===== src/rtl/sepq_prefix.sv =====
// Inclusive prefix OR over the match flags, built as a log-depth tree.
module sepq_prefix #(
    parameter int N = 64
) (
    input  logic [N-1:0] bits,
    output logic [N-1:0] prefix
);

    localparam int LV = $clog2(N);

    logic [N-1:0] lvl [LV+1];

    always_comb
    begin
        lvl[0] = bits;
        for (int k = 0; k < LV; k++)
        begin
            for (int i = 0; i < N; i++)
            begin
                if (i >= (1 << k))
                begin
                    lvl[k+1][i] = lvl[k][i] | lvl[k][i - (1 << k)];
                end
                else
                begin
                    lvl[k+1][i] = lvl[k][i];
                end
            end
        end
    end

    assign prefix = lvl[LV];

endmodule


===== config.mk =====
export PLATFORM = sky130hd
export DESIGN_NAME = sepq_prefix
export DESIGN_NICKNAME = d
export VERILOG_FILES = /design/src/rtl/sepq_prefix.sv
export SDC_FILE = /design/constraint.sdc
export NUM_CORES = 1
export LEC_CHECK = 0
export ABC_CLOCK_PERIOD_IN_PS = 4600
export BUFFER_PORTS_ARGS = -buffer_cell sky130_fd_sc_hd__buf_2
export CELL_PAD_IN_SITES_DETAIL_PLACEMENT = 1
export CELL_PAD_IN_SITES_GLOBAL_PLACEMENT = 2
export CORE_AREA = 2 2 78 98
export DETAILED_ROUTE_END_ITERATION = 10
export DIE_AREA = 0 0 80 100
export MAX_ROUTING_LAYER = met4
export PLACE_DENSITY_LB_ADDON = 0.1
export RECOVER_POWER = 50
export SYNTH_ARGS = -nofsm -noshare
export SYNTH_HDL_FRONTEND = slang
export SYNTH_SLANG_ARGS = --single-unit

===== constraint.sdc =====
create_clock -name vclk -period 4.6
set_input_delay 1.15 -clock vclk [all_inputs]
set_output_delay 1.15 -clock vclk [all_outputs]
set_load 0.02 [all_outputs]

==> flow_summary.ini <==
[run_status]
status = finished clean

[timing]
min_period_ns = 4.18
worstMarginPinSlew_ns = 0.607
clock.fmax_ghz = 0.239
holdWs_ns = 2.60
setup_violations = 0
slew_viol_final = 0
post-route-period-util = 0.909
rsz0062_at_grt = false
finalSetupTns_ns = 0
final-hold-violation-count = 0
worst_slack_ns = 0.419
relSlewSlack = 0.592

[power]
power_frac_seq = 0
p_switching_mw = 0.0314
power.density_nw_per_um2 = 39.2
switching_share = 0.520
clkPwrFrac = 0
power.leakage_nw = 0.549
p_int_mw = 0.0290
irDropWorstVdd_v = 0.0000145
comb_power_share = 1.000

[route]
vias = 1532
routedWlPerCell_um = 13.0
dr.pass1.iters = 4
drt-total-wl_mm = 4.65
drcViolationCount = 0
vias_per_cell = 4.29
drtAntennaViolNets = 0
dr.first_iter.drc_count = 30

[worst_setup_path]
required_ns = 3.45
worstPathArrival_ns = 3.03
endpoint_kind = primary output
path_max_fanout = 7
cp_common_cell = buf_2
slowest_stage = nor2_1
start_kind = input port
crit_chain = buf_2, nor4_4, nand3_1, nor2_1, inv_2, or3_1, buf_2
slowest_delay_ns = 0.47
critical_path_class = input port to primary output

[global_routing]
grt_pass1_vias = 1548
grtUsageTotal = 0.111
grt_first_pass_wirelength_mm = 7.20
grt.overflow.total = 0
grt_max_degree = 27
antenna_found_initial = 0

[placement]
gp_congestion = 0.694
io_buffers = 128
dp_slack_ns = 0.549
dpl.hpwl_mm = 4.18

[synth]
synth.most_common_cell = nor2_1
yosys_warnings = 0
syn_inst = 135
yosys.area.top_type = nor2_1
syn_nets = 199
yosysTopAreaCellShare = 0.113
syn_avg_cell_area_um2 = 6.13
synth_area_leaders = nor2_1, nand2_1, nand3_1, nor4_4, or3_1
ys_seq_area_frac = 0
synth.distinct_cells = 25
ys_top_cells_by_count = nor2_1, nand2_1, nand3_1
syn-cell-area_um2 = 827

[floorplanning]
die_h_um = 100
fp.dieW_um = 80
dieArea_um2 = 8000
start_util = 0.115
io-pin-count = 128
core_um2 = 7180
fp-row-count = 35

[clock_network]
cts_resized = 0
cts_setup_buffers = 0
cts_hold_buf = 0

[final_layout]
nets = 331
drive_above_1_share = 0.457
fin_util = 0.214
nFlopsAndLatches = 0
regArea_um2 = 0
nClkBuffers = 0
syn2layout_area_growth_pct = 85.9
diodes = 0

[min_path]
hp-class = input port to primary output

[flow_run]
maxCapViolCount = 0
## layout by cell type (no fill, tap or decap)
cell	synthesis	layout
nor4_4	3	3
buf_4	1	5
inv_2	1	1
clkbuf_1	0	25
nand4b_1	5	5
nor2b_1	3	3
nor4b_1	1	1
nand3b_1	3	3
nor3_1	8	8
or3_1	10	10
buf_2	0	103
nor2_1	25	26
and3b_1	1	1
inv_1	4	4
or2_2	6	6
nor4_1	7	8
nand3_1	15	16
nor4_2	2	1
nand4_1	8	8
and2_1	1	1
nand2_1	21	21
nand2b_1	2	2
or4_1	2	2
nor4b_4	2	2
## power by group through the flow
stage	logic, mW	clock network [mW]	registers [mW]
floorplan	0.0187	0	0
global placement	0.0626	0	0
detailed placement	0.0624	0	0
CTS	0.0627	0	0
global route	0.0678	0	0
finish	0.0603	0	0
## kinds of logic after synthesis
logic type / count (synthesis) / share of synthesized area
buffers and inverters: 8 / 0.0590
and+or+nand+nor: 127 / 0.941
## worst paths after layout
path / to / depth (start not counted) / startpoint / slack [ns]
max: prefix[26] / 7 / bits[2] / 0.42
min: prefix[0] / 2 / bits[0] / 2.60
## layer usage
layer  vias up  track usage  part of all wire
met5         -            -                 0
met4         0            0                 0
met3         0       0.0135             0.083
met2        87        0.217              0.53
met1       683        0.125              0.39
li1        762            -                 -
## per-stage QoR
step | area [um^2] | std cells | total power, mW
after detailed placement | 1590 | 357 | 0.0624
after CTS | 1590 | 357 | 0.0627
after global routing | 1540 | 357 | 0.0678
final | 1540 | 357 | 0.0603
after global placement | 1590 | 357 | 0.0626
after floorplan | 827 | 135 | 0.0187
## worst max-delay path: cells and delay by family
| kind | cells | cell delay, ns |
|---|---|---|
| AND/OR/NAND/NOR | 4 | 1.51 |
| buffers and inverters | 3 | 0.37 |
## cell type report
class                           instances  area [um^2]
Inverter                                5         18.8
Fill cell                             975         5640
Multi-Input combinational cell        127          757
Tap cell                               92          115
Timing Repair Buffer                  133          647
Note: power is estimated with default switching activity, not from simulation.
