$ cat src/rtl/sepq_pkg.sv
// Shared types and codes for the sorted event priority queue.
package sepq_pkg;

    localparam int OCC_W = 7;

    typedef enum logic [1:0] {
        OP_INSERT = 2'd0,
        OP_POP    = 2'd1,
        OP_DELETE = 2'd2,
        OP_NONE   = 2'd3
    } op_t;

    typedef enum logic [1:0] {
        ST_OK    = 2'd0,
        ST_EMPTY = 2'd1,
        ST_FULL  = 2'd2,
        ST_NOKEY = 2'd3
    } status_t;

    typedef struct packed {
        logic [31:0] event_time;
        logic [15:0] job_id;
        logic [7:0]  job_kind;
        logic [15:0] kind_serial;
        logic [15:0] service_time;
        logic [31:0] waited_time;
    } record_t;

    // Broadcast command to every cell of the chain.
    typedef struct packed {
        logic ins_go;
        logic del_go;
    } cmd_t;

endpackage

$ cat src/rtl/sepq_cell.sv
// One slot of the sorted chain: holds a record and shifts with its neighbors.
module sepq_cell import sepq_pkg::*; (
    input  logic    clk,
    input  logic    rst_n,
    input  cmd_t    cmd,
    input  record_t new_rec,
    input  logic [15:0] key_job,
    input  logic    sel,
    input  logic    left_greater,
    input  record_t left_rec,
    input  logic    left_used,
    input  record_t right_rec,
    input  logic    right_used,
    output record_t rec,
    output logic    used,
    output logic    greater,
    output logic    match,
    output record_t rec_next,
    output logic    used_next
);

    record_t rec_reg;
    logic    used_reg;

    assign rec     = rec_reg;
    assign used    = used_reg;
    // An empty slot counts as later than any key, so the chain stays monotone.
    assign greater = !used_reg || (rec_reg.event_time > new_rec.event_time);
    assign match   = used_reg && (rec_reg.job_id == key_job);

    always_comb
    begin
        rec_next  = rec_reg;
        used_next = used_reg;
        if (cmd.ins_go)
        begin
            if (left_greater)
            begin
                rec_next  = left_rec;
                used_next = left_used;
            end
            else if (greater)
            begin
                rec_next  = new_rec;
                used_next = 1'b1;
            end
        end
        else if (cmd.del_go && sel)
        begin
            rec_next  = right_rec;
            used_next = right_used;
        end
    end

    always_ff @(posedge clk)
    begin
        rec_reg <= rec_next;
    end

    always_ff @(posedge clk or negedge rst_n)
    begin
        if (!rst_n)
        begin
            used_reg <= 1'b0;
        end
        else
        begin
            used_reg <= used_next;
        end
    end

endmodule

$ cat config.mk
export PLATFORM = sky130hd
export DESIGN_NAME = sepq_cell
export DESIGN_NICKNAME = d
export VERILOG_FILES = /design/src/rtl/sepq_pkg.sv /design/src/rtl/sepq_cell.sv
export SDC_FILE = /design/constraint.sdc
export NUM_CORES = 1
export LEC_CHECK = 0
export ABC_AREA = 1
export BUFFER_PORTS_ARGS = -buffer_cell sky130_fd_sc_hd__buf_2
export CORE_AREA = 2 2 246 248
export DETAILED_ROUTE_END_ITERATION = 10
export DIE_AREA = 0 0 248 250
export GPL_TIMING_DRIVEN = 0
export SLEW_MARGIN = 20
export SYNTH_ARGS = -nofsm -noshare
export SYNTH_HDL_FRONTEND = slang
export SYNTH_SLANG_ARGS = --single-unit
$ cat constraint.sdc
create_clock -name clk -period 4.6 [get_ports clk]
set_input_delay 0.23 -clock clk [delete_from_list [all_inputs] [get_ports clk]]
set_output_delay 0.23 -clock clk [all_outputs]
set_load 0.03 [all_outputs]
==> results of run 1 <==
[worst max-delay path, delay by kind of cell (launching register included)]
family	cells	cell delay, ns
simple gates	7	0.76
compound gates	3	0.59
flops	1	0.58
buf+inv	3	0.99
fa+ha+maj	1	0.33
[per-stage QoR]
step	hold slack, ns	instance area, um2	cells	setup slack, ns
5_1_grt	0.0254	14700	3165	0.329
3_3_place_gp	0.00757	13100	3029	0.727
6_report	0.0351	14700	3170	0.600
4_1_cts	0.000129	14700	3157	0.454
3_5_place_dp	0.00725	13100	3029	1.03
2_1_floorplan	-0.0656	9000	1620	2.24
[power groups by stage]
stage	combinational, W	clock, W	sequential [W]
2_1_floorplan	0.00125	0	0.00167
3_3_place_gp	0.00250	0	0.00141
3_5_place_dp	0.00250	0	0.00141
4_1_cts	0.00258	0.00159	0.00138
5_1_grt	0.00280	0.00162	0.00141
6_report	0.00258	0.00154	0.00139
[worst paths after layout]
kind / slack (ns) / cells past startpoint / endpoint
min: 0.04 / 3 / rec[113]$_DFF_P_
min in group asynchronous: 0.57 / 3 / used$_DFF_PN0_
max: 0.60 / 14 / rec_next[86]
max in group asynchronous: 3.93 / 3 / used$_DFF_PN0_
max reg2reg: 1.08 / 14 / rec[33]$_DFF_P_
min reg2reg: 0.63 / 4 / rec[16]$_DFF_P_
[metal layers]
layer	GRT usage, %	wire length, um	up-vias
li1	-	-	6707
met1	22.1	24500	6362
met2	32.1	29600	733
met3	6.55	5610	131
met4	9.97	2700	4
met5	0	25	-
[layout by cell type (no fill, tap or decap), types with 2 or more instances in the layout]
master         synthesis  routed
inv_2                  2       2
clkbuf_1              91      85
buf_6                 10      10
or2_2                  2       2
nand2_2                2       2
clkbuf_2               0       7
nand2_1              404     404
clkbuf_16              0      17
o21ai_0              124     124
ha_1                  32      32
clkinv_4               0       6
dfxtp_1              120     120
inv_6                  0       5
buf_2                 15     642
inv_1                 53      53
dlygate4sd3_1          0      96
nand4_1                3       3
a21oi_1               24      24
xor2_1                 3       3
a221oi_1               4       4
diode_2                0      13
nor2_1               472     472
bufinv_16              0       3
nand3_1              244     244
o22ai_1                4       4
[cell type report]
class / instances / area (um2)
antenna: 13 / 32.5
buffer: 118 / 549
clock buffer: 18 / 429
clock inverter: 14 / 186
fill: 6888 / 44800
inverter: 56 / 210
multi-input combinational: 1325 / 5830
sequential: 121 / 2430
tap: 782 / 978
timing repair buffer: 723 / 4100
[logic make-up after synthesis]
logic type	count (synthesis)	synth area share, %
compound gates	161	9.28
xor+xnor	3	0.292
flops	121	27.0
simple gates	1129	50.7
buf+inv	174	8.34
fa+ha+maj	32	4.45
==> flow_summary.yaml, run 1 <==
routing:
  vias: 13900
  drtPass1Iterations: 5
  drt_wl_total_um: 62400
  routedWlPerCell_um: 19.7
  ant_nets: 0
  drt_iter0_drc: 862
  drc: 0
  viasPerCell: 4.40
synth:
  async_flop_share_pct: 0.826
  synth_most_common_cell: "nor2_1"
  yosysWarnings: 0
  synth_area_leaders: "dfxtp_1, nor2_1, nand2_1, nand3_1, o21ai_0"
  ys_ff_latch: 121
  syn_nets: 2036
  synth.yosys.seq_area_share_pct: 27.0
  syn-cell-area_um2: 9000
  yosysTopAreaCell: "dfxtp_1"
  synth_common_cells: "nor2_1, nand2_1, nand3_1, o21ai_0, dfxtp_1"
  ys.flop_type: "dfxtp_1"
  synth_top_area_share_pct: 26.7
  synth_edf_count: 0
  synth_cells: 1620
  synthDistinctLibCells: 29
  syn_area_per_cell_um2: 5.56
setup_path:
  worstPathCellList: "ha_1 > a21oi_1 > o21a_1 > nand2_1 > a21oi_1 > nand2_1 > nand2_2 > buf_4 > buf_2 > nand3_1 > nand3_1 > nand2_1 > nand2_1 > buf_2"
  required_ns: 4.37
  worstSetupPathType: "reg -> out"
  r2r-start: "rec[119]$_DFF_P_"
  crit_start: "rec[119]$_DFF_P_"
  cp_common_cell: "nand2_1"
  startpoint_type: "flop"
  worst_ep_arrival_time_ns: 3.77
  crit_fanout: 10
  endpoint_kind: "output port"
  max_stage_delay_ns: 0.58
  cp_slowest_cell: "dfxtp_1"
cts:
  cts.sinks: 121
  clk_pin_slew_worst_paths_ns: 0.07
  clk_latency_ns: 0.50
  cts_setup_buffers: 0
  cts_resized: 0
  h-tree-depth: 4
  clk_path_buf_depth: 2
  clockRootBuffer: "clkbuf_16"
  tritoncts: "built"
  numCtsBuffers: 17
  cts_hold_buf: 96
finish:
  final_core_util_pct: 24.7
  nets: 2778
  drive_gt1_share_pct: 29.3
  area_growth_pct: 63.7
  largest_reg_flops: 120
timing:
  finalHoldViolations: 0
  drv_slew: 0
  setup_viol_count_final: 0
  worst_clock_skew_ns: 0.0230
  slew_headroom_pct: 24.7
  tns_ns: 0
  fmax_ghz: 0.250
  tightestPinTransition_ns: 1.13
  period_needed_ns: 4.00
  rsz0062_at_grt: "no"
  timing.final.crit_share_pct: 87.0
pwr:
  total_power_w: 0.00551
  ir_worst_vdd_uv: 301
  p_comb_share_pct: 46.8
  p_clk_share_pct: 28.0
  p_switching_w: 0.00263
  switching_share_pct: 47.8
  pwr-share-seq_pct: 25.2
  cellPowerDensity_nw_per_um2: 374
  p_int_w: 0.00287
  p_leak_nw: 7.74
run:
  maxCapViolations: 0
die:
  start_util_pct: 15.1
  rows: 90
  pin_count: 628
  die_width_um: 248
  die-area_um2: 62000
  fp.dieH_um: 250
  design.core.area_um2: 59600
global_routing:
  overflow: 0
  grt_pass1_wl_um: 86800
  grt_max_degree: 17
  grt.total_usage_pct: 19.5
  antenna_found_initial: 12
  grt_pass1_vias: 13400
place:
  portBuffers: 627
  routabilityCongestion: 0.935
  dp_hpwl_um: 48600
outcome:
  status: "finished, final reports clean"
worst_hold_path:
  min_from: "right_rec[113]"
  hold_class: "in -> reg"
No activity file was read; power rests on OpenSTA's default activity.
==> run 2: changes to the inputs <==
--- a/config.mk
+++ b/config.mk
@@ -6,7 +6,8 @@
 export NUM_CORES = 1
 export LEC_CHECK = 0
 export ABC_AREA = 1
-export BUFFER_PORTS_ARGS = -buffer_cell sky130_fd_sc_hd__buf_2
+export BUFFER_PORTS_ARGS = -buffer_cell sky130_fd_sc_hd__clkbuf_2
+export CAP_MARGIN = 20
 export CORE_AREA = 2 2 246 248
 export DETAILED_ROUTE_END_ITERATION = 10
 export DIE_AREA = 0 0 248 250
==> flow_summary.yaml, run 2 (same netlist as run 1, synthesis figures left out) <==
outcome:
  status: "finished, final reports clean"
place:
  routabilityCongestion: 0.924
  portBuffers: 627
  dp_slack_ns: 0.992
  dp_hpwl_um: 48800
  place_area_um2: 13100
global_routing:
  grt.total_usage_pct: 19.1
  grt_pass1_vias: 13200
  grt_max_degree: 17
  overflow: 0
  antenna_found_initial: 5
  grt_pass1_wl_um: 85300
timing:
  drv_slew: 0
  period_needed_ns: 3.96
  rsz0062_at_grt: "no"
  tns_ns: 0
  slew_headroom_pct: 27.2
  tightestPinTransition_ns: 1.09
  worst_clock_skew_ns: 0.0156
  fin_hold_ws_ns: 0.0459
  fmax_ghz: 0.252
  timing.final.crit_share_pct: 86.1
  setup_viol_count_final: 0
  finalHoldViolations: 0
  fin_ws_ns: 0.637
setup_path:
  cp_common_cell: "nand2_1"
  crit_fanout: 10
  crit_family: "buffers and inverters"
  required_ns: 4.37
  startpoint_type: "flop"
  worst_ep_arrival_time_ns: 3.73
  cp_slowest_cell: "dfxtp_1"
  endpoint_kind: "output port"
  worstPathCellList: "ha_1 > a21oi_1 > o21a_1 > nand2_1 > a21oi_1 > nand2_1 > nand2_2 > buf_4 > buf_2 > nand3_1 > nand3_1 > nand2_1 > nand2_1 > clkbuf_2"
  max_stage_delay_ns: 0.56
  worstSetupPathType: "reg -> out"
  path_buf_inv: 3
routing:
  routedWlPerCell_um: 19.5
  vias: 13600
  drtPass1Iterations: 6
  drt_iter0_drc: 757
  ant_nets: 0
  viasPerCell: 4.32
  drc: 0
  drt_wl_total_um: 61500
cts:
  cts_resized: 0
  clk_path_buf_depth: 2
  h-tree-depth: 4
  clk_pin_slew_worst_paths_ns: 0.07
  clk_latency_ns: 0.49
  numCtsBuffers: 17
  clockRootBuffer: "clkbuf_16"
  tritoncts: "built"
  cts.sinks: 121
finish:
  mostFrequentLayoutCells: "clkbuf_2, nor2_1, nand2_1"
  largest_reg_flops: 120
  postLayoutCellArea_um2: 14600
  fillers: 6952
  nets: 2768
  final_common_cell: "clkbuf_2"
  area_growth_pct: 62.1
  drive_gt1_share_pct: 29.5
die:
  start_util_pct: 15.1
  rows: 90
  pin_count: 628
  die-area_um2: 62000
  fp.dieH_um: 250
  die_width_um: 248
  design.core.area_um2: 59600
pwr:
  p_leak_nw: 7.80
  cellPowerDensity_nw_per_um2: 372
  ir_worst_vdd_uv: 280
  total_power_w: 0.00543
worst_hold_path:
  hold_class: "in -> async"
run:
  maxCapViolations: 0
-- run 2: cell count changes in the layout (fill, tap and decap cells not counted) --
cell	delta
clkbuf_2	+627
clkinvlp_4	+1
dlygate4sd3_1	-10
buf_2	-627
diode_2	-8
bufinv_16	-1
-- run 2: through the flow --
| stage | instances | util (%) |
|---|---|---|
| after CTS | 3147 | 24.5 |
| after detailed placement | 3029 | 22.0 |
| after global placement | 3029 | 22.0 |
| after global routing | 3150 | 24.5 |
| final | 3152 | 24.5 |
| after floorplan | 1620 | - |
-- run 2: metal layers --
layer / part of all wire (%) / vias to the layer above / global-route usage (%) / wire (um)
met5: 0.047 / - / 0 / 29
met1: 40 / 6207 / 21.9 / 24800
met4: 4.3 / 4 / 9.32 / 2630
met3: 7.7 / 107 / 5.33 / 4750
met2: 48 / 627 / 32.3 / 29300
li1: - / 6675 / - / -
-- run 2: worst paths after layout --
kind / cells after the start / start / slack [ns] / to
worst max-delay path: 14 / rec[119]$_DFF_P_ / 0.64 / rec_next[83]
worst min-delay path: 2 / rst_n / 0.05 / used$_DFF_PN0_
worst max register to register: 14 / rec[119]$_DFF_P_ / 1.59 / rec[69]$_DFF_P_
worst min register to register: 4 / rec[78]$_DFF_P_ / 0.63 / rec[78]$_DFF_P_
max in group asynchronous: 2 / rst_n / 4.47 / used$_DFF_PN0_
min in group clk: 3 / right_used / 0.05 / used$_DFF_PN0_
-- run 2: area by class of cell --
class	instances	area [um2]	share of cell area, %
buffer	118	549	3.76
timing repair buffer	713	4000	27.4
sequential	121	2430	16.6
tap	782	978	6.70
clock inverter	14	164	1.12
clock buffer	18	429	2.94
multi-input combinational	1325	5830	39.9
inverter	56	210	1.44
antenna	5	12.5	0.0857
-- run 2: timing repair --
item	4_1_cts	5_1_grt
setup buffers	0	0
endpoints found under the hold margin	86	0
hold buffers	86	0
-- run 2: power breakdown --
group | leakage [nW] | internal, W | total, W | switching (W)
combinational | 6.49 | 0.000783 | 0.00256 | 0.00177
sequential | 1.02 | 0.00121 | 0.00140 | 0.000186
clock | 0.286 | 0.000810 | 0.00148 | 0.000668
==> run 3: changes to the inputs <==
--- a/config.mk
+++ b/config.mk
@@ -6,11 +6,11 @@
 export NUM_CORES = 1
 export LEC_CHECK = 0
 export ABC_AREA = 1
-export BUFFER_PORTS_ARGS = -buffer_cell sky130_fd_sc_hd__clkbuf_2
 export CAP_MARGIN = 20
 export CORE_AREA = 2 2 246 248
 export DETAILED_ROUTE_END_ITERATION = 10
 export DIE_AREA = 0 0 248 250
+export DONT_BUFFER_PORTS = 1
 export GPL_TIMING_DRIVEN = 0
 export SLEW_MARGIN = 20
 export SYNTH_ARGS = -nofsm -noshare
==> flow_summary.yaml, run 3 (same netlist as run 1, synthesis figures left out) <==
setup_path:
  crit_fanout: 12
  worstSetupPathType: "reg -> out"
  startpoint_type: "flop"
  required_ns: 4.37
  worst_ep_arrival_time_ns: 4.09
  endpoint_kind: "output port"
cts:
  clk_path_buf_depth: 2
  tritoncts: "built"
  clockRootBuffer: "clkbuf_16"
  clk_pin_slew_worst_paths_ns: 0.08
  numCtsBuffers: 17
  cts.sinks: 121
  h-tree-depth: 4
  clk_latency_ns: 0.49
  cts_setup_buffers: 0
timing:
  slew_headroom_pct: 31.8
  tightestPinTransition_ns: 1.02
  worst_clock_skew_ns: 0.0184
  tns_ns: 0
  drv_slew: 0
  rsz0062_at_grt: "no"
  timing.final.crit_share_pct: 93.9
  finalHoldViolations: 0
  fmax_ghz: 0.232
  period_needed_ns: 4.32
  setup_viol_count_final: 0
die:
  die_width_um: 248
  design.core.area_um2: 59600
  start_util_pct: 15.1
  pin_count: 628
  rows: 90
  fp.dieH_um: 250
  die-area_um2: 62000
pwr:
  cellPowerDensity_nw_per_um2: 468
  p_leak_nw: 4.86
  ir_worst_vdd_uv: 302
  total_power_w: 0.00502
routing:
  drtPass1Iterations: 8
  routedWlPerCell_um: 24.3
  drt_iter0_drc: 919
  viasPerCell: 4.63
  drt_wl_total_um: 59800
  drc: 0
  vias: 11400
  ant_nets: 0
global_routing:
  grt.total_usage_pct: 18.6
  overflow: 0
  grt_pass1_wl_um: 80200
  grt_pass1_vias: 10700
  grt_max_degree: 17
  antenna_found_initial: 22
finish:
  final_common_cell: "nor2_1"
  largest_reg_flops: 120
  area_growth_pct: 19.0
  nets: 2058
  mostFrequentLayoutCells: "nor2_1, nand2_1, nand3_1"
  drive_gt1_share_pct: 4.35
place:
  dp_hpwl_um: 47100
  portBuffers: 0
  routabilityCongestion: 0.973
worst_hold_path:
  hold_class: "in -> reg"
outcome:
  status: "finished, final reports clean"
run:
  maxCapViolations: 0
==> run 3: critical path: stages (launching register included) <==
cell and delay [ns]:
dfxtp_1 0.78, ha_1 0.37, a21oi_1 0.17, o21a_1 0.14
nand2_1 0.08, a21oi_1 0.24, nand2_1 0.11, nand2_2 0.17
buf_4 0.33, buf_2 0.37, nand3_1 0.12, nand3_1 0.12
nand2_1 0.07, nand2_1 0.51
==> run 3: final cells by class <==
type | count | area [um2]
sequential | 121 | 2430
inverter | 56 | 210
buffer | 118 | 551
antenna | 21 | 52.6
multi-input combinational | 1325 | 5830
fill | 6975 | 48800
tap | 782 | 978
timing repair buffer | 3 | 47.5
clock buffer | 18 | 429
clock inverter | 14 | 198
==> run 3: report_power, final <==
part	internal, W	switching [W]	leakage (nW)
Sequential	0.00121	0.000549	1.02
Combinational	0.000427	0.00127	3.54
Clock	0.000910	0.000649	0.301
Total	0.00255	0.00247	4.86
==> run 3: metal layers <==
| metal | track usage (%) | vias up | share of wire, % |
|---|---|---|---|
| li1 | - | 5278 | - |
| met1 | 20.7 | 5231 | 38 |
| met2 | 30.6 | 732 | 47 |
| met3 | 6.24 | 138 | 9.9 |
| met4 | 10.7 | 4 | 4.8 |
| met5 | 0 | - | 0.035 |
==> run 3: through the flow <==
| step | instance area, um2 | worst slack, ns | hold WS (ns) | cells | utilization (%) |
|---|---|---|---|---|---|
| floorplan | 9000 | 2.24 | -0.0656 | 1620 | - |
| global placement | 9980 | 0.334 | -0.0655 | 2402 | 16.8 |
| detailed placement | 10000 | 0.769 | -0.0655 | 2403 | 16.8 |
| CTS | 10700 | 0.195 | 0.0775 | 2437 | 17.9 |
| global route | 10700 | 0.135 | 0.113 | 2447 | 18.0 |
| finish | 10700 | 0.282 | 0.131 | 2458 | 18.0 |
==> run 3: path summary, 6_finish.rpt <==
path	end	from	slack [ns]	cells after the start
max in group asynchronous	used$_DFF_PN0_	rst_n	4.01	2
min in group asynchronous	used$_DFF_PN0_	rst_n	0.49	2
worst max register to register	rec[86]$_DFF_P_	rec[119]$_DFF_P_	0.83	13
worst max-delay path	rec_next[86]	rec[119]$_DFF_P_	0.28	13
worst min register to register	rec[4]$_DFF_P_	rec[4]$_DFF_P_	1.01	4
worst min-delay path	rec[4]$_DFF_P_	right_rec[4]	0.13	2
==> run 3: repair_timing <==
| action | CTS | global route |
|---|---|---|
| endpoints found under the setup margin | 0 | 0 |
| hold buffers | 2 | 0 |
| resized for setup | 0 | 0 |
| hold endpoints to repair | 1 | 0 |
